File: src/rtl/pdc_pkg.sv
`default_nettype none
// ----------------------------------------------------------------------------
// pdc_pkg
// Shared types, constants and the CRC-16/MODBUS byte update for the deframer.
// ----------------------------------------------------------------------------
package pdc_pkg;

    localparam logic [15:0] HEADER_BYTES   = 16'd12;
    localparam logic [15:0] BYTE_COUNT_MAX = 16'hFFFF;
    localparam logic [15:0] CRC_INIT       = 16'hFFFF;
    localparam logic [15:0] CRC_POLY       = 16'hA001;
    localparam logic [15:0] BUF_SIZE_RESET = 16'hFFFF;
    localparam logic [7:0]  MAGIC_RESET    = 8'h00;

    localparam int FIFO_DEPTH = 4;
    localparam int PTR_W      = $clog2(FIFO_DEPTH);
    localparam int COUNT_W    = $clog2(FIFO_DEPTH + 1);

    typedef enum logic {
        CFG_MAGIC    = 1'b0,
        CFG_BUF_SIZE = 1'b1
    } t_cfg_index;

    typedef enum logic {
        KIND_PAYLOAD = 1'b0,
        KIND_STATUS  = 1'b1
    } t_kind;

    typedef enum logic [2:0] {
        ST_OK        = 3'd0,
        ST_SHORT     = 3'd1,
        ST_MAGIC     = 3'd2,
        ST_PKT_LEN   = 3'd3,
        ST_BUF_LEN   = 3'd4,
        ST_CRC       = 3'd5
    } t_status;

    typedef struct packed {
        logic [7:0] data_byte;
        logic       last_byte;
    } t_in;

    typedef struct packed {
        t_kind       kind;
        logic [7:0]  payload_byte;
        t_status     status;
        logic [7:0]  version;
        logic [7:0]  packet_type;
        logic [7:0]  flags;
        logic [15:0] sequence_res;
        logic [15:0] meta;
        logic [15:0] payload_length;
    } t_out;

    typedef struct packed {
        logic first_vld;
        logic second_vld;
    } t_push;

    function automatic logic [15:0] crc16_byte(input logic [15:0] crc_in,
                                               input logic [7:0]  data);
        logic [15:0] crc;
        crc = crc_in ^ {8'h00, data};
        for (int i = 0; i < 8; i++) begin
            if (crc[0]) begin
                crc = (crc >> 1) ^ CRC_POLY;
            end else begin
                crc = crc >> 1;
            end
        end
        return crc;
    endfunction

endpackage
`default_nettype wire

File: src/rtl/pdc_result_fifo.sv
`default_nettype none
// ----------------------------------------------------------------------------
// pdc_result_fifo
// Small result queue: takes up to two beats per cycle, hands out one per cycle while the output is not stalled.
// ----------------------------------------------------------------------------
module pdc_result_fifo (
    input  wire logic          i_clk,
    input  wire logic          i_rst_n,
    input  wire pdc_pkg::t_push i_push,
    input  wire pdc_pkg::t_out  i_first,
    input  wire pdc_pkg::t_out  i_second,
    output logic               o_room,
    output logic               o_valid,
    input  wire logic          i_stall,
    output pdc_pkg::t_out      o_data
);
    import pdc_pkg::*;

    t_out               r_mem [FIFO_DEPTH];
    logic [PTR_W-1:0]   r_wr_ptr;
    logic [PTR_W-1:0]   r_rd_ptr;
    logic [COUNT_W-1:0] r_count;
    logic [PTR_W-1:0]   w_wr_ptr_1;
    logic [COUNT_W-1:0] w_push_cnt;
    logic               w_pop;

    assign w_wr_ptr_1 = r_wr_ptr + PTR_W'(1);
    assign w_push_cnt = COUNT_W'(i_push.first_vld) + COUNT_W'(i_push.second_vld);
    assign w_pop      = o_valid && !i_stall;
    assign o_valid    = (r_count != '0);
    assign o_room     = (r_count <= COUNT_W'(FIFO_DEPTH - 2));
    assign o_data     = r_mem[r_rd_ptr];

    always_ff @(posedge i_clk) begin
        if (i_push.first_vld) begin
            r_mem[r_wr_ptr] <= i_first;
        end
        if (i_push.second_vld) begin
            r_mem[w_wr_ptr_1] <= i_second;
        end
    end

    always_ff @(posedge i_clk) begin
        if (!i_rst_n) begin
            r_wr_ptr <= '0;
            r_rd_ptr <= '0;
            r_count  <= '0;
        end else begin
            r_wr_ptr <= r_wr_ptr + PTR_W'(w_push_cnt);
            if (w_pop) begin
                r_rd_ptr <= r_rd_ptr + PTR_W'(1);
            end
            r_count <= r_count + w_push_cnt - COUNT_W'(w_pop);
        end
    end

endmodule
`default_nettype wire

File: src/rtl/packet_deframer_crc16_core.sv
`default_nettype none
// ----------------------------------------------------------------------------
// packet_deframer_crc16_core
// Packet deframer: magic check, 12-byte header parse, payload forward with
// CRC-16/MODBUS check and an end-of-packet status beat.
// ----------------------------------------------------------------------------
// The block takes one packet byte per cycle. Each byte is parsed in the cycle
// it is accepted and its results (a payload beat, a status beat on the last
// byte, or both) are written into a four-entry result queue. With an empty
// queue the first result of a byte appears on the output in the cycle after
// its byte; a second result, the status beat of a last byte that also carries
// payload, follows once the first has been taken. The input stalls only while
// fewer than two queue entries are free, which happens only when the output
// side is stalled; with a free-running consumer the rate is one byte per
// cycle. Configuration is taken at any time through the write port and must
// only change while no packet is in progress.
module packet_deframer_crc16_core (
    input  wire logic         i_clk,
    input  wire logic         i_rst_n,
    input  wire logic         i_valid,
    output logic              o_stall,
    input  wire pdc_pkg::t_in i_data,
    output logic              o_valid,
    input  wire logic         i_stall,
    output pdc_pkg::t_out     o_data,
    input  wire logic         i_cfg_we,
    input  wire logic         i_cfg_index,
    input  wire logic [15:0]  i_cfg_data
);
    import pdc_pkg::*;

    logic [7:0]  r_magic_value;
    logic [15:0] r_buf_size;

    logic [15:0] r_byte_count, n_byte_count;
    logic        r_magic_ok,   n_magic_ok;
    logic [7:0]  r_version,    n_version;
    logic [7:0]  r_type,       n_type;
    logic [7:0]  r_flags,      n_flags;
    logic [15:0] r_sequence,   n_sequence;
    logic [15:0] r_meta,       n_meta;
    logic [15:0] r_length,     n_length;
    logic [15:0] r_hdr_crc,    n_hdr_crc;
    logic [15:0] r_crc,        n_crc;

    logic        w_accept;
    logic        w_fwd;
    logic        w_room;
    logic [15:0] w_max_pl;
    logic [15:0] w_crc_final;
    t_status     w_status;
    logic        w_show;
    t_out        w_payload_beat;
    t_out        w_status_beat;
    t_out        w_first;
    t_push       w_push;
    logic [7:0]  w_byte;

    assign o_stall  = !w_room;
    assign w_accept = i_valid && !o_stall;
    assign w_byte   = i_data.data_byte;

    always_ff @(posedge i_clk) begin
        if (!i_rst_n) begin
            r_magic_value <= MAGIC_RESET;
            r_buf_size    <= BUF_SIZE_RESET;
        end else if (i_cfg_we) begin
            unique case (t_cfg_index'(i_cfg_index))
                CFG_MAGIC:    r_magic_value <= i_cfg_data[7:0];
                CFG_BUF_SIZE: r_buf_size    <= i_cfg_data;
                default:      r_buf_size    <= r_buf_size;
            endcase
        end
    end

    always_comb begin
        n_magic_ok = r_magic_ok;
        n_version  = r_version;
        n_type     = r_type;
        n_flags    = r_flags;
        n_sequence = r_sequence;
        n_meta     = r_meta;
        n_length   = r_length;
        n_hdr_crc  = r_hdr_crc;
        n_crc      = r_crc;
        w_fwd      = 1'b0;
        case (r_byte_count)
            16'd0:  n_magic_ok = (w_byte == r_magic_value);
            16'd1:  n_version  = w_byte;
            16'd2:  n_type     = w_byte;
            16'd3:  n_flags    = w_byte;
            16'd4:  n_sequence = {r_sequence[15:8], w_byte};
            16'd5:  n_sequence = {w_byte, r_sequence[7:0]};
            16'd6:  n_meta     = {r_meta[15:8], w_byte};
            16'd7:  n_meta     = {w_byte, r_meta[7:0]};
            16'd8:  n_length   = {r_length[15:8], w_byte};
            16'd9:  n_length   = {w_byte, r_length[7:0]};
            16'd10: n_hdr_crc  = {r_hdr_crc[15:8], w_byte};
            16'd11: n_hdr_crc  = {w_byte, r_hdr_crc[7:0]};
            default: begin
                if (r_byte_count != BYTE_COUNT_MAX
                        && (r_byte_count - HEADER_BYTES) < r_length) begin
                    n_crc = crc16_byte(r_crc, w_byte);
                    w_fwd = r_magic_ok && (r_length <= r_buf_size);
                end
            end
        endcase
        n_byte_count = (r_byte_count == BYTE_COUNT_MAX) ? r_byte_count
                                                        : r_byte_count + 16'd1;
    end

    always_comb begin
        w_max_pl    = (n_byte_count <= HEADER_BYTES) ? 16'd0
                                                     : n_byte_count - HEADER_BYTES;
        w_crc_final = (n_length == 16'd0) ? 16'd0 : n_crc;
        if (n_byte_count < HEADER_BYTES) begin
            w_status = ST_SHORT;
        end else if (!n_magic_ok) begin
            w_status = ST_MAGIC;
        end else if (n_length > w_max_pl) begin
            w_status = ST_PKT_LEN;
        end else if (n_length > r_buf_size) begin
            w_status = ST_BUF_LEN;
        end else if (w_crc_final != n_hdr_crc) begin
            w_status = ST_CRC;
        end else begin
            w_status = ST_OK;
        end
        w_show = (w_status != ST_SHORT) && (w_status != ST_MAGIC);

        w_payload_beat              = '0;
        w_payload_beat.kind         = KIND_PAYLOAD;
        w_payload_beat.payload_byte = w_byte;
        w_payload_beat.status       = ST_OK;

        w_status_beat                = '0;
        w_status_beat.kind           = KIND_STATUS;
        w_status_beat.status         = w_status;
        if (w_show) begin
            w_status_beat.version        = n_version;
            w_status_beat.packet_type    = n_type;
            w_status_beat.flags          = n_flags;
            w_status_beat.sequence_res   = n_sequence;
            w_status_beat.meta           = n_meta;
            w_status_beat.payload_length = n_length;
        end

        w_first           = w_fwd ? w_payload_beat : w_status_beat;
        w_push.first_vld  = w_accept && (w_fwd || i_data.last_byte);
        w_push.second_vld = w_accept && w_fwd && i_data.last_byte;
    end

    always_ff @(posedge i_clk) begin
        if (!i_rst_n || (w_accept && i_data.last_byte)) begin
            r_byte_count <= '0;
            r_magic_ok   <= 1'b0;
            r_version    <= '0;
            r_type       <= '0;
            r_flags      <= '0;
            r_sequence   <= '0;
            r_meta       <= '0;
            r_length     <= '0;
            r_hdr_crc    <= '0;
            r_crc        <= CRC_INIT;
        end else if (w_accept) begin
            r_byte_count <= n_byte_count;
            r_magic_ok   <= n_magic_ok;
            r_version    <= n_version;
            r_type       <= n_type;
            r_flags      <= n_flags;
            r_sequence   <= n_sequence;
            r_meta       <= n_meta;
            r_length     <= n_length;
            r_hdr_crc    <= n_hdr_crc;
            r_crc        <= n_crc;
        end
    end

    pdc_result_fifo u_result_fifo (
        .i_clk    (i_clk),
        .i_rst_n  (i_rst_n),
        .i_push   (w_push),
        .i_first  (w_first),
        .i_second (w_status_beat),
        .o_room   (w_room),
        .o_valid  (o_valid),
        .i_stall  (i_stall),
        .o_data   (o_data)
    );

`ifndef ASSERT_OFF
    a_last_clears: assert property (@(posedge i_clk) disable iff (!i_rst_n)
        (w_accept && i_data.last_byte) |=> (r_byte_count == 16'd0 && r_crc == CRC_INIT))
        else $error("packet state not cleared after last byte");

    a_payload_clean: assert property (@(posedge i_clk) disable iff (!i_rst_n)
        (o_valid && o_data.kind == KIND_PAYLOAD)
            |-> (o_data.status == ST_OK && o_data.payload_length == 16'd0))
        else $error("payload beat carries status fields");

    a_fwd_in_payload: assert property (@(posedge i_clk) disable iff (!i_rst_n)
        w_fwd |-> (r_byte_count >= HEADER_BYTES && r_magic_ok))
        else $error("forward outside payload region");

    a_hidden_header: assert property (@(posedge i_clk) disable iff (!i_rst_n)
        (o_valid && o_data.kind == KIND_STATUS
            && (o_data.status == ST_SHORT || o_data.status == ST_MAGIC))
            |-> (o_data.payload_length == 16'd0 && o_data.version == 8'd0))
        else $error("header shown on short or bad-magic packet");
`endif

endmodule
`default_nettype wire
File: config.mk
export PLATFORM = sky130hd
export DESIGN_NAME = packet_deframer_crc16_core
export DESIGN_NICKNAME = d
export VERILOG_FILES = /design/src/rtl/pdc_pkg.sv /design/src/rtl/pdc_result_fifo.sv /design/src/rtl/packet_deframer_crc16_core.sv
export SDC_FILE = /design/constraint.sdc
export NUM_CORES = 1
export LEC_CHECK = 0
export ABC_AREA = 0
export BUFFER_PORTS_ARGS = -buffer_cell sky130_fd_sc_hd__buf_2
export CELL_PAD_IN_SITES_DETAIL_PLACEMENT = 0
export CELL_PAD_IN_SITES_GLOBAL_PLACEMENT = 2
export CORE_MARGIN = 10
export CORE_UTILIZATION = 40
export DETAILED_ROUTE_END_ITERATION = 6
export PLACE_DENSITY = 0.81
export SYNTH_ARGS = -nofsm -noshare
export SYNTH_HDL_FRONTEND = slang
export SYNTH_SLANG_ARGS = --single-unit
File: constraint.sdc
create_clock -name i_clk -period 8 [get_ports i_clk]
set_clock_uncertainty 0.1 [all_clocks]
set_input_delay 1.6 -clock i_clk [delete_from_list [all_inputs] [get_ports i_clk]]
set_output_delay 1.6 -clock i_clk [all_outputs]
set_load 0.02 [all_outputs]
==> flow_metrics.env, run 1 <==
export IMPL_async_reset_ff_share_pct=0
export IMPL_pre_cts_slack_ns=1.62
export IMPL_synthDistinctLibCells=84
export IMPL_ioPinCount=117
export IMPL_critical_path_buf_inv_count=0
export IMPL_stdcell_area_um2=27800
export IMPL_grt_overflow_total=0
export IMPL_drt_first_pass_iters=5
export IMPL_synth_top_area_share_pct=36.2
export IMPL_detailedRoute_firstIterationViolations=1531
export IMPL_layout_worst_path_cycle_share_pct=80.5
export IMPL_crit_path_cell_trace="nand3_2 -> nor4_1 -> nor2_1 -> xor2_1 -> o21bai_1 -> or2_2 -> o31ai_1 -> and3_1 -> a211oi_1 -> o21ai_0 -> ha_1 -> a21o_1 -> a21o_1 -> a21oi_1 -> o21ai_0 -> o21ai_0 -> a21oi_1 -> o21ai_0 -> nor2_1"
export IMPL_clk_latency_ns=0.61
export IMPL_ys_top_cells_by_count="sky130_fd_sc_hd__nor2_1 (372), sky130_fd_sc_hd__edfxtp_1 (300), sky130_fd_sc_hd__dfxtp_1 (190)"
export IMPL_run_status="finished, final reports clean"
export IMPL_dp_hpwl_um=46700
export IMPL_post_synthesis_cell_type_with_the_largest_combined_area="sky130_fd_sc_hd__edfxtp_1"
export IMPL_crit_path_max_fanout=21
export IMPL_yosys_cell_count_top_type="sky130_fd_sc_hd__nor2_1"
export IMPL_cts_buffers=51
export IMPL_cpLargestDelayFamily="compound AO/OA/AOI/OAI gates"
export IMPL_cts_hold_repair_buffers=0
export IMPL_slowest_cell_delay_on_critical_path_ns=0.83
export IMPL_start_util_pct=40.3
export IMPL_worst_path_most_repeated_cell="sky130_fd_sc_hd__o21ai_0"
export IMPL_core_area_um2=61700
export IMPL_grt_overall_usage_pct=19.4
export IMPL_number_of_vias_per_cell_after_detailed_routing=5.71
export IMPL_totalNegativeSetupSlack_ns=0
export IMPL_wl_um=72700
export IMPL_start_to_end_type_of_the_worst_setup_path="flop to flop"
export IMPL_number_of_input_and_output_port_buffers_inserted=116
export IMPL_antenna_diode_count=0
export IMPL_crit_path_dat_ns=6.68
export IMPL_routabilityCongestion=0.908
export IMPL_ys_seq_area_share_pct=51.5
export IMPL_final_antenna_net_count=0
export IMPL_finalSetupViolations=0
export IMPL_syn2layout_area_growth_pct=11.8
export IMPL_max_slew_margin_pct=29.3
export IMPL_power_ir_vdd_worst_mv=0.170
export IMPL_total_via_count_after_detailed_routing=18100
export IMPL_hold_viol=0
export IMPL_grt_max_degree=78
export IMPL_postSynth_topFlopCell="sky130_fd_sc_hd__edfxtp_1"
export IMPL_worst_pin_slew_ns=1.06
export IMPL_first_pass_grt_wire_length_um=111000
export IMPL_cts_tree="done"
export IMPL_finalWorstPathRequiredPeriod_ns=6.44
export IMPL_totalPowerFinal_mw=7.59
export IMPL_end_kind="flop"
export IMPL_synthCells=2269
export IMPL_post_cts_resized=0
export IMPL_wl_per_cell_um=22.9
export IMPL_grt_antenna_before_repair=2
export IMPL_max_cap_violations=0
export IMPL_dieHeight_um=269
export IMPL_rsz0062_at_grt="false"
export IMPL_timing_critical_path_slowest_stage_cell="sky130_fd_sc_hd__nor4_1"
export IMPL_critical_path_required_ns=8.24
export IMPL_hp_class="flop to flop"
export IMPL_clk_transition_reported_paths_ns=0.06
export IMPL_syn_cell_area_um2=24900
export IMPL_synth_enable_flop_cells=300
export IMPL_syn_nets=2378
export IMPL_ys_top_cells_by_area="sky130_fd_sc_hd__edfxtp_1 (36%), sky130_fd_sc_hd__dfxtp_1 (15%), sky130_fd_sc_hd__mux4_2 (7.6%)"
export IMPL_drive_above_1_share_pct=14.9
export IMPL_vias_in_the_first_global_route=18100
export IMPL_clock_sink_count=490
export IMPL_fin_ws_ns=1.56
export IMPL_mean_instance_size_in_the_synthesized_netlist_um2=11.0
export IMPL_floorplan_die_area_um2=72600
export IMPL_detailed_place_area_um2=26100
export IMPL_post_cts_setup_buffer_count=0
export IMPL_power_leakage_nw=9.73
export IMPL_die_width_um=269
export IMPL_fin_nets=2403
export IMPL_num_rows=91
export IMPL_cts_max_level=2
export IMPL_cellPowerDensity_nw_per_um2=273
export IMPL_fmax_mhz=155
export IMPL_final_max_slew_viol_count=0
export IMPL_cts_root_buffer_cell="sky130_fd_sc_hd__clkbuf_16"
export IMPL_ys_warnings_count=0
export IMPL_cts_path_max_buffers=3
export IMPL_startpoint_type="flop"
export IMPL_drt_drc_violations_left=0
export IMPL_synth_seq_cells=490
[where the power goes]
part / internal, mW / total (mW) / switching (mW)
logic: 0.822 / 2.18 / 1.36
registers: 2.84 / 2.99 / 0.148
clock network: 1.39 / 2.42 / 1.03
[cells by family after synthesis]
group	after synthesis	synth area share (%)
buffers and inverters	251	4.13
adders and majority gates	78	3.95
muxes	128	9.39
AOI/OAI and AO/OA	417	12.0
xor gates and xnor gates	82	3.09
DFF	490	51.5
and+or+nand+nor	823	15.9
[metrics by stage]
stage,utilization [%],cells,hold WS (ns)
after global routing,45.1,3174,0.377
after global placement,42.3,3078,0.345
after detailed placement,42.3,3078,0.351
final,45.1,3174,0.357
after floorplan,-,2269,0.336
after CTS,45.1,3174,0.358
[cell usage in the layout, fill, tap and decap left out, types with 6 or more instances in the layout]
master,n
sky130_fd_sc_hd__or2_2,7
sky130_fd_sc_hd__a211oi_1,54
sky130_fd_sc_hd__o21a_1,18
sky130_fd_sc_hd__or3_1,12
sky130_fd_sc_hd__buf_2,116
sky130_fd_sc_hd__a22o_1,23
sky130_fd_sc_hd__clkinv_1,15
sky130_fd_sc_hd__mux4_2,84
sky130_fd_sc_hd__and4_1,6
sky130_fd_sc_hd__ha_1,77
sky130_fd_sc_hd__buf_4,29
sky130_fd_sc_hd__nor4_1,11
sky130_fd_sc_hd__nand3_1,36
sky130_fd_sc_hd__nand4_1,57
sky130_fd_sc_hd__and3_1,12
sky130_fd_sc_hd__mux2i_1,42
sky130_fd_sc_hd__edfxtp_1,300
sky130_fd_sc_hd__xnor2_1,51
sky130_fd_sc_hd__o21ai_0,25
sky130_fd_sc_hd__dfxtp_1,188
sky130_fd_sc_hd__nand2b_1,13
sky130_fd_sc_hd__clkbuf_1,12
sky130_fd_sc_hd__and2_1,19
sky130_fd_sc_hd__nor2_1,372
sky130_fd_sc_hd__a22oi_1,78
sky130_fd_sc_hd__a21o_1,13
sky130_fd_sc_hd__o31ai_1,37
sky130_fd_sc_hd__nor3_1,33
sky130_fd_sc_hd__o211ai_1,32
sky130_fd_sc_hd__nor3b_1,6
sky130_fd_sc_hd__a21oi_1,87
sky130_fd_sc_hd__clkbuf_16,52
sky130_fd_sc_hd__nor2b_1,80
sky130_fd_sc_hd__nand2_1,124
sky130_fd_sc_hd__inv_1,74
sky130_fd_sc_hd__xor2_1,27
[state kept, by name (all words and copies together) (netlist names), named ones only]
| signal | count |
|---|---|
| r_crc | 16 |
| r_magic_value | 8 |
| r_length | 16 |
| u_result_fifo.r_count | 3 |
| u_result_fifo.r_mem | 336 |
| r_type | 8 |
| r_sequence | 16 |
| r_magic_ok | 1 |
| r_version | 8 |
| u_result_fifo.r_rd_ptr | 2 |
| r_hdr_crc | 16 |
| r_meta | 16 |
| u_result_fifo.r_wr_ptr | 2 |
| r_buf_size | 16 |
| r_flags | 8 |
| r_byte_count | 16 |
[layer usage]
metal / global-route usage, % / part of all wire (%)
met2: 32.4 / 48
met3: 3.03 / 5.7
met1: 25.7 / 44
met4: 5.48 / 2.5
met5: 0 / 0
[worst min-delay path, stage by stage (launching register included)]
cell and delay, ns:
sky130_fd_sc_hd__dfxtp_1 0.31, sky130_fd_sc_hd__nand2_1 0.05, sky130_fd_sc_hd__a21oi_1 0.05
[path summary, 6_finish.rpt]
| check | slack (ns) | startpoint | to | depth (start not counted) |
|---|---|---|---|---|
| worst max-delay path | 1.56 | r_byte_count[4] | u_result_fifo.r_mem[3][73] | 19 |
| worst min-delay path | 0.36 | r_version[5] | r_version[5] | 2 |
| worst max register to register | 1.56 | r_byte_count[4] | u_result_fifo.r_mem[3][73] | 19 |
| worst min register to register | 0.36 | r_version[5] | r_version[5] | 2 |
[cell type report]
class / instances / area (um2)
fillers: 5832 / 33900
flip-flops and latches: 490 / 12800
clock inverters: 29 / 304
multi-input cells: 1528 / 11100
inverters: 75 / 282
well taps: 837 / 1050
repair buffers: 148 / 858
clock buffers: 67 / 1390
No activity file was read; power rests on OpenSTA's default activity.
==> run 2: changes to the inputs <==
- clock period: 8 -> 6.4 ns (I/O delays scaled with it)
==> run 2 against run 1 <==
Against the previous run:
- worst hold slack got worse by 0.0030 ns
- sequential power rose by 26%
- utilization increased by 0.85 points
- worst setup slack got worse by 0.85 ns
- critical endpoint unchanged
- largest power group unchanged
==> flow_metrics.env, run 2 (synthesized netlist as in run 1, its figures left out) <==
export IMPL_crit_path_max_fanout=15
export IMPL_die_width_um=269
export IMPL_start_util_pct=40.3
export IMPL_end_kind="flop"
export IMPL_first_pass_grt_wire_length_um=111000
export IMPL_drive_above_1_share_pct=16.2
export IMPL_start_to_end_type_of_the_worst_setup_path="flop to flop"
export IMPL_max_cap_violations=0
export IMPL_cts_hold_repair_buffers=0
export IMPL_final_common_cell="sky130_fd_sc_hd__nor2_1"
export IMPL_fin_nets=2428
export IMPL_wl_per_cell_um=22.9
export IMPL_busiest_layer="met2"
export IMPL_grt_met3_usage_pct=3.20
export IMPL_power_ir_vdd_worst_mv=0.227
export IMPL_routabilityCongestion=0.882
export IMPL_max_slew_margin_pct=18.0
export IMPL_finalWorstPathRequiredPeriod_ns=5.69
export IMPL_run_status="finished, final reports clean"
export IMPL_number_of_flip_flops_under_the_largest_register_name=336
export IMPL_top_register="u_result_fifo.r_mem"
export IMPL_globalRouteMet1Util_pct=26.0
export IMPL_dp_hpwl_um=47100
export IMPL_cts_buffers=55
export IMPL_cts_root_buffer_cell="sky130_fd_sc_hd__clkbuf_16"
export IMPL_post_cts_setup_buffer_count=0
export IMPL_crit_path_dat_ns=5.96
export IMPL_nFillCells=5780
export IMPL_total_via_count_after_detailed_routing=18200
export IMPL_cts_tree="done"
export IMPL_core_area_um2=61700
export IMPL_wl_um=73200
export IMPL_grt_overall_usage_pct=19.6
export IMPL_power_leakage_nw=10.0
export IMPL_worst_pin_slew_ns=1.22
export IMPL_dieHeight_um=269
export IMPL_layout_worst_path_cycle_share_pct=88.9
export IMPL_clk_latency_ns=0.63
export IMPL_clock_sink_count=490
export IMPL_mostFrequentLayoutCells="sky130_fd_sc_hd__nor2_1 (372), sky130_fd_sc_hd__edfxtp_1 (300), sky130_fd_sc_hd__dfxtp_1 (188)"
export IMPL_detailedRoute_firstIterationViolations=1467
export IMPL_cts_max_level=2
export IMPL_vias_in_the_first_global_route=18000
export IMPL_post_cts_resized=0
export IMPL_hp_class="flop to flop"
export IMPL_hold_viol=0
export IMPL_final_max_slew_viol_count=0
export IMPL_totalNegativeSetupSlack_ns=0
export IMPL_rsz0062_at_grt="false"
export IMPL_grt_overflow_total=0
export IMPL_grt_max_degree=85
export IMPL_cts_path_max_buffers=3
export IMPL_finalSetupViolations=0
export IMPL_number_of_vias_per_cell_after_detailed_routing=5.70
export IMPL_utilization_pct=45.9
export IMPL_setup_reg_to_reg_worst_slack_ns=0.71
export IMPL_multi_input_area_um2=11100
export IMPL_critical_path_required_ns=6.67
export IMPL_cellPowerDensity_nw_per_um2=346
export IMPL_antenna_diode_count=0
export IMPL_fmax_mhz=176
export IMPL_grt_antenna_before_repair=0
export IMPL_drt_first_pass_iters=5
export IMPL_clk_transition_reported_paths_ns=0.06
export IMPL_seqCellArea_um2=12800
export IMPL_num_rows=91
export IMPL_number_of_input_and_output_port_buffers_inserted=116
export IMPL_ioPinCount=117
export IMPL_syn2layout_area_growth_pct=13.8
export IMPL_final_antenna_net_count=0
export IMPL_use_met2_pct=32.4
export IMPL_startpoint_type="flop"
export IMPL_drt_drc_violations_left=0
export IMPL_floorplan_die_area_um2=72600
[run 2: changes by cell type in the layout (fill, tap and decap cells not counted), sizes merged]
cell	before	now
buf	148	169
clkbuf	67	84
clkinv	21	14
inv	78	74
bufinv	5	6
[run 2: layout make-up]
cell class,count,area share (%)
multi-input cells,1528,39.2
repair buffers,169,3.98
clock buffers,84,5.78
clock inverters,19,1.08
flip-flops and latches,490,45.2
inverters,75,0.993
well taps,837,3.70
[run 2: metal layers]
layer  up-vias  wire (um)
li1       8475          -
met1      9121      32200
met2       536      34900
met3       115       4100
met4         0       1930
met5         -          0
[run 2: path summary, 6_finish.rpt]
kind | startpoint | to | cells past startpoint
worst min register to register | r_hdr_crc[6] | r_hdr_crc[6] | 2
worst min-delay path | r_hdr_crc[6] | r_hdr_crc[6] | 2
worst max-delay path | r_byte_count[8] | u_result_fifo.r_mem[3][73] | 19
worst max register to register | r_byte_count[8] | u_result_fifo.r_mem[3][73] | 19
[run 2: metrics by stage]
step / worst slack, ns / area, um2 / cells / total power [mW] / hold slack [ns]
after floorplan: 0.623 / 24900 / 2269 / 5.69 / 0.336
after global placement: 0.883 / 26400 / 3099 / 6.53 / 0.343
after detailed placement: 0.805 / 26400 / 3099 / 6.56 / 0.348
after CTS: 0.816 / 28300 / 3202 / 9.90 / 0.355
after global routing: 0.335 / 28300 / 3202 / 10.3 / 0.377
final: 0.708 / 28300 / 3202 / 9.80 / 0.354
[run 2: critical path, stage by stage (launching register included)]
cell	delay, ns
sky130_fd_sc_hd__dfxtp_1	0.63
sky130_fd_sc_hd__nand3_1	0.26
sky130_fd_sc_hd__or3_1	0.53
sky130_fd_sc_hd__or3_1	0.40
sky130_fd_sc_hd__mux2i_1	0.31
sky130_fd_sc_hd__nand3_1	0.23
sky130_fd_sc_hd__nor4_1	0.35
sky130_fd_sc_hd__nand2_1	0.35
sky130_fd_sc_hd__nand2_1	0.16
sky130_fd_sc_hd__ha_1	0.26
sky130_fd_sc_hd__nor2b_1	0.14
sky130_fd_sc_hd__o21a_1	0.16
sky130_fd_sc_hd__o21a_1	0.16
sky130_fd_sc_hd__o21a_1	0.16
sky130_fd_sc_hd__o21a_1	0.16
sky130_fd_sc_hd__o21a_1	0.15
sky130_fd_sc_hd__o21ai_0	0.16
sky130_fd_sc_hd__a21oi_1	0.20
sky130_fd_sc_hd__o21ai_0	0.44
sky130_fd_sc_hd__nor2_1	0.10
[run 2: power breakdown]
part           switching (mW)  total, mW  internal (mW)
combinational            1.64       2.69           1.05
sequential              0.224       3.78           3.55
clock                    1.32       3.33           2.01
==> run 3: changes to the inputs <==
- CTS_CLUSTER_DIAMETER: unset -> 200
- RECOVER_POWER: unset -> 25
==> run 3 against run 2 <==
Against the previous run:
- the run now ends with max-capacitance violations, max-slew violations left
- worst hold slack about the same
- global-route usage unchanged
- design area down 0.40%
- sequential power about the same
- critical endpoint is now o_data[9]
- largest cell class unchanged
- largest power group unchanged
- highest routed layer unchanged
==> flow_metrics.env, run 3 (synthesized netlist as in run 1, its figures left out) <==
export IMPL_rr_startpoint="r_byte_count[2]"
export IMPL_crit_path_dat_ns=4.36
export IMPL_wl_um=73200
export IMPL_ioPinCount=117
export IMPL_first_pass_grt_wire_length_um=111000
export IMPL_globalRouteMet1Util_pct=26.0
export IMPL_crit_path_max_fanout=57
export IMPL_whs_path_depth=2
export IMPL_cts_path_max_buffers=3
export IMPL_share_seq_of_total_power_pct=38.7
export IMPL_worst_pin_slew_ns=2.28
export IMPL_total_via_count_after_detailed_routing=18300
export IMPL_power_share_combinational_pct=27.2
export IMPL_cts_buffers=55
export IMPL_stdcell_area_um2=28200
export IMPL_rr_worst_depth=20
export IMPL_crit_path_cell_trace="clkbuf_1 -> mux4_2 -> clkbuf_1"
export IMPL_failed_checks="max-capacitance violations, max-slew violations"
export IMPL_relative_contribution_of_the_clock_network_to_total_power_pct=34.1
export IMPL_grt_met3_usage_pct=3.20
export IMPL_number_of_flip_flops_under_the_largest_register_name=336
export IMPL_die_width_um=269
export IMPL_drive_above_1_share_pct=12.7
export IMPL_mostFrequentLayoutCells="sky130_fd_sc_hd__nor2_1 (372), sky130_fd_sc_hd__edfxtp_1 (300), sky130_fd_sc_hd__dfxtp_1 (188)"
export IMPL_power_leakage_nw=9.75
export IMPL_layout_worst_path_cycle_share_pct=89.8
export IMPL_top_register="u_result_fifo.r_mem"
export IMPL_number_of_vias_per_cell_after_detailed_routing=5.70
export IMPL_power_ir_vdd_worst_mv=0.229
export IMPL_syn2layout_area_growth_pct=13.4
export IMPL_switchingPower_mw=3.20
export IMPL_post_cts_setup_buffer_count=0
export IMPL_critical_path_required_ns=5.02
export IMPL_hold_viol=0
export IMPL_fin_nets=2428
export IMPL_drt_drc_violations_left=0
export IMPL_startpoint_type="flop"
export IMPL_totalNegativeSetupSlack_ns=0
export IMPL_start_to_end_type_of_the_worst_setup_path="flop to output port"
export IMPL_rsz0062_at_grt="false"
export IMPL_grt_antenna_before_repair=0
export IMPL_grt_overflow_total=0
export IMPL_max_cap_violations=5
export IMPL_finalSetupViolations=0
export IMPL_final_common_cell="sky130_fd_sc_hd__nor2_1"
export IMPL_antenna_diode_count=0
export IMPL_clock_sink_count=490
export IMPL_dp_hpwl_um=47100
export IMPL_vias_in_the_first_global_route=18000
export IMPL_cellPowerDensity_nw_per_um2=346
export IMPL_core_area_um2=61700
export IMPL_worst_r2r_endpoint="u_result_fifo.r_mem[0][73]"
export IMPL_routabilityCongestion=0.882
export IMPL_detailed_place_area_um2=26400
export IMPL_use_met2_pct=32.4
export IMPL_dieHeight_um=269
export IMPL_num_rows=91
export IMPL_netSwitchingFraction_pct=32.8
export IMPL_setup_reg_to_reg_worst_slack_ns=0.72
export IMPL_end_kind="output port"
export IMPL_cts_max_level=2
export IMPL_busiest_layer="met2"
export IMPL_worst_path_most_repeated_cell="sky130_fd_sc_hd__clkbuf_1"
export IMPL_grt_max_degree=85
export IMPL_wl_per_cell_um=22.9
export IMPL_final_antenna_net_count=0
export IMPL_grt_overall_usage_pct=19.6
export IMPL_slowest_cell_delay_on_critical_path_ns=1.51
export IMPL_max_slew_margin_pct=-52.3
export IMPL_final_max_slew_viol_count=186
export IMPL_min_delay_start="r_hdr_crc[6]"
export IMPL_number_of_input_and_output_port_buffers_inserted=116
export IMPL_finalWorstPathRequiredPeriod_ns=5.74
export IMPL_cts_hold_repair_buffers=0
export IMPL_hp_class="flop to flop"
export IMPL_nFillCells=5814
export IMPL_clk_transition_reported_paths_ns=0.06
export IMPL_run_status="finished with violations"
export IMPL_fmax_mhz=174
export IMPL_timing_critical_path_slowest_stage_cell="sky130_fd_sc_hd__dfxtp_2"
export IMPL_detailedRoute_firstIterationViolations=1477
export IMPL_start_util_pct=40.3
export IMPL_totalPowerFinal_mw=9.76
export IMPL_cts_root_buffer_cell="sky130_fd_sc_hd__clkbuf_16"
export IMPL_cts_tree="done"
export IMPL_drt_first_pass_iters=7
export IMPL_floorplan_die_area_um2=72600
export IMPL_clk_latency_ns=0.63
export IMPL_min_to="r_hdr_crc[6]"
export IMPL_intPower_mw=6.56
export IMPL_post_cts_resized=0
run 3: area by class of cell:
class | instances | area (um2) | area share [%]
Sequential cell | 490 | 12800 | 45.4
Inverter | 75 | 282 | 0.997
Multi-Input combinational cell | 1528 | 11100 | 39.4
Clock buffer | 84 | 1640 | 5.80
Timing Repair Buffer | 169 | 1020 | 3.60
Tap cell | 837 | 1050 | 3.71
Clock inverter | 19 | 307 | 1.09
run 3: metrics by stage:
stage          cells  hold WS (ns)  setup WS (ns)  util (%)
6_report        3202         0.353          0.655      45.7
5_1_grt         3202         0.377          0.335      45.7
4_1_cts         3202         0.355          0.816      45.9
3_5_place_dp    3099         0.348          0.805      42.8
3_3_place_gp    3099         0.343          0.883      42.8
2_1_floorplan   2269         0.336          0.623         -
run 3: worst max-delay path: cells and delay by family (launching register included):
family,cells,cell delay (ns)
muxes,1,0.50
DFF,1,1.51
buffers and inverters,2,1.71
run 3: how the worst max path moves through the flow:
stage | from | to | slack (ns) | cells past startpoint
6_report | flop | o_data[9] | 0.66 | 3
5_1_grt | r_byte_count[8] | u_result_fifo.r_mem[0][73] | 0.33 | 19
4_1_cts | r_byte_count[8] | u_result_fifo.r_mem[3][73] | 0.82 | 19
3_5_place_dp | r_byte_count[2] | u_result_fifo.r_mem[3][73] | 0.81 | 20
3_3_place_gp | r_byte_count[2] | u_result_fifo.r_mem[3][73] | 0.88 | 20
2_1_floorplan | r_byte_count[4] | u_result_fifo.r_count[2] | 0.62 | 25
run 3: routing by layer:
metal | up-vias | part of all wire (%)
met5 | - | 0
met4 | 0 | 2.8
met3 | 123 | 5.8
met2 | 574 | 48
met1 | 9081 | 44
li1 | 8477 | -
run 3: power by group through the flow:
stage / registers [mW] / clock network [mW] / logic (mW)
after floorplan: 3.70 / 0 / 1.99
after global placement: 3.84 / 0 / 2.69
after detailed placement: 3.85 / 0 / 2.71
after CTS: 3.78 / 3.39 / 2.72
after global routing: 3.81 / 3.52 / 2.89
final: 3.78 / 3.33 / 2.65
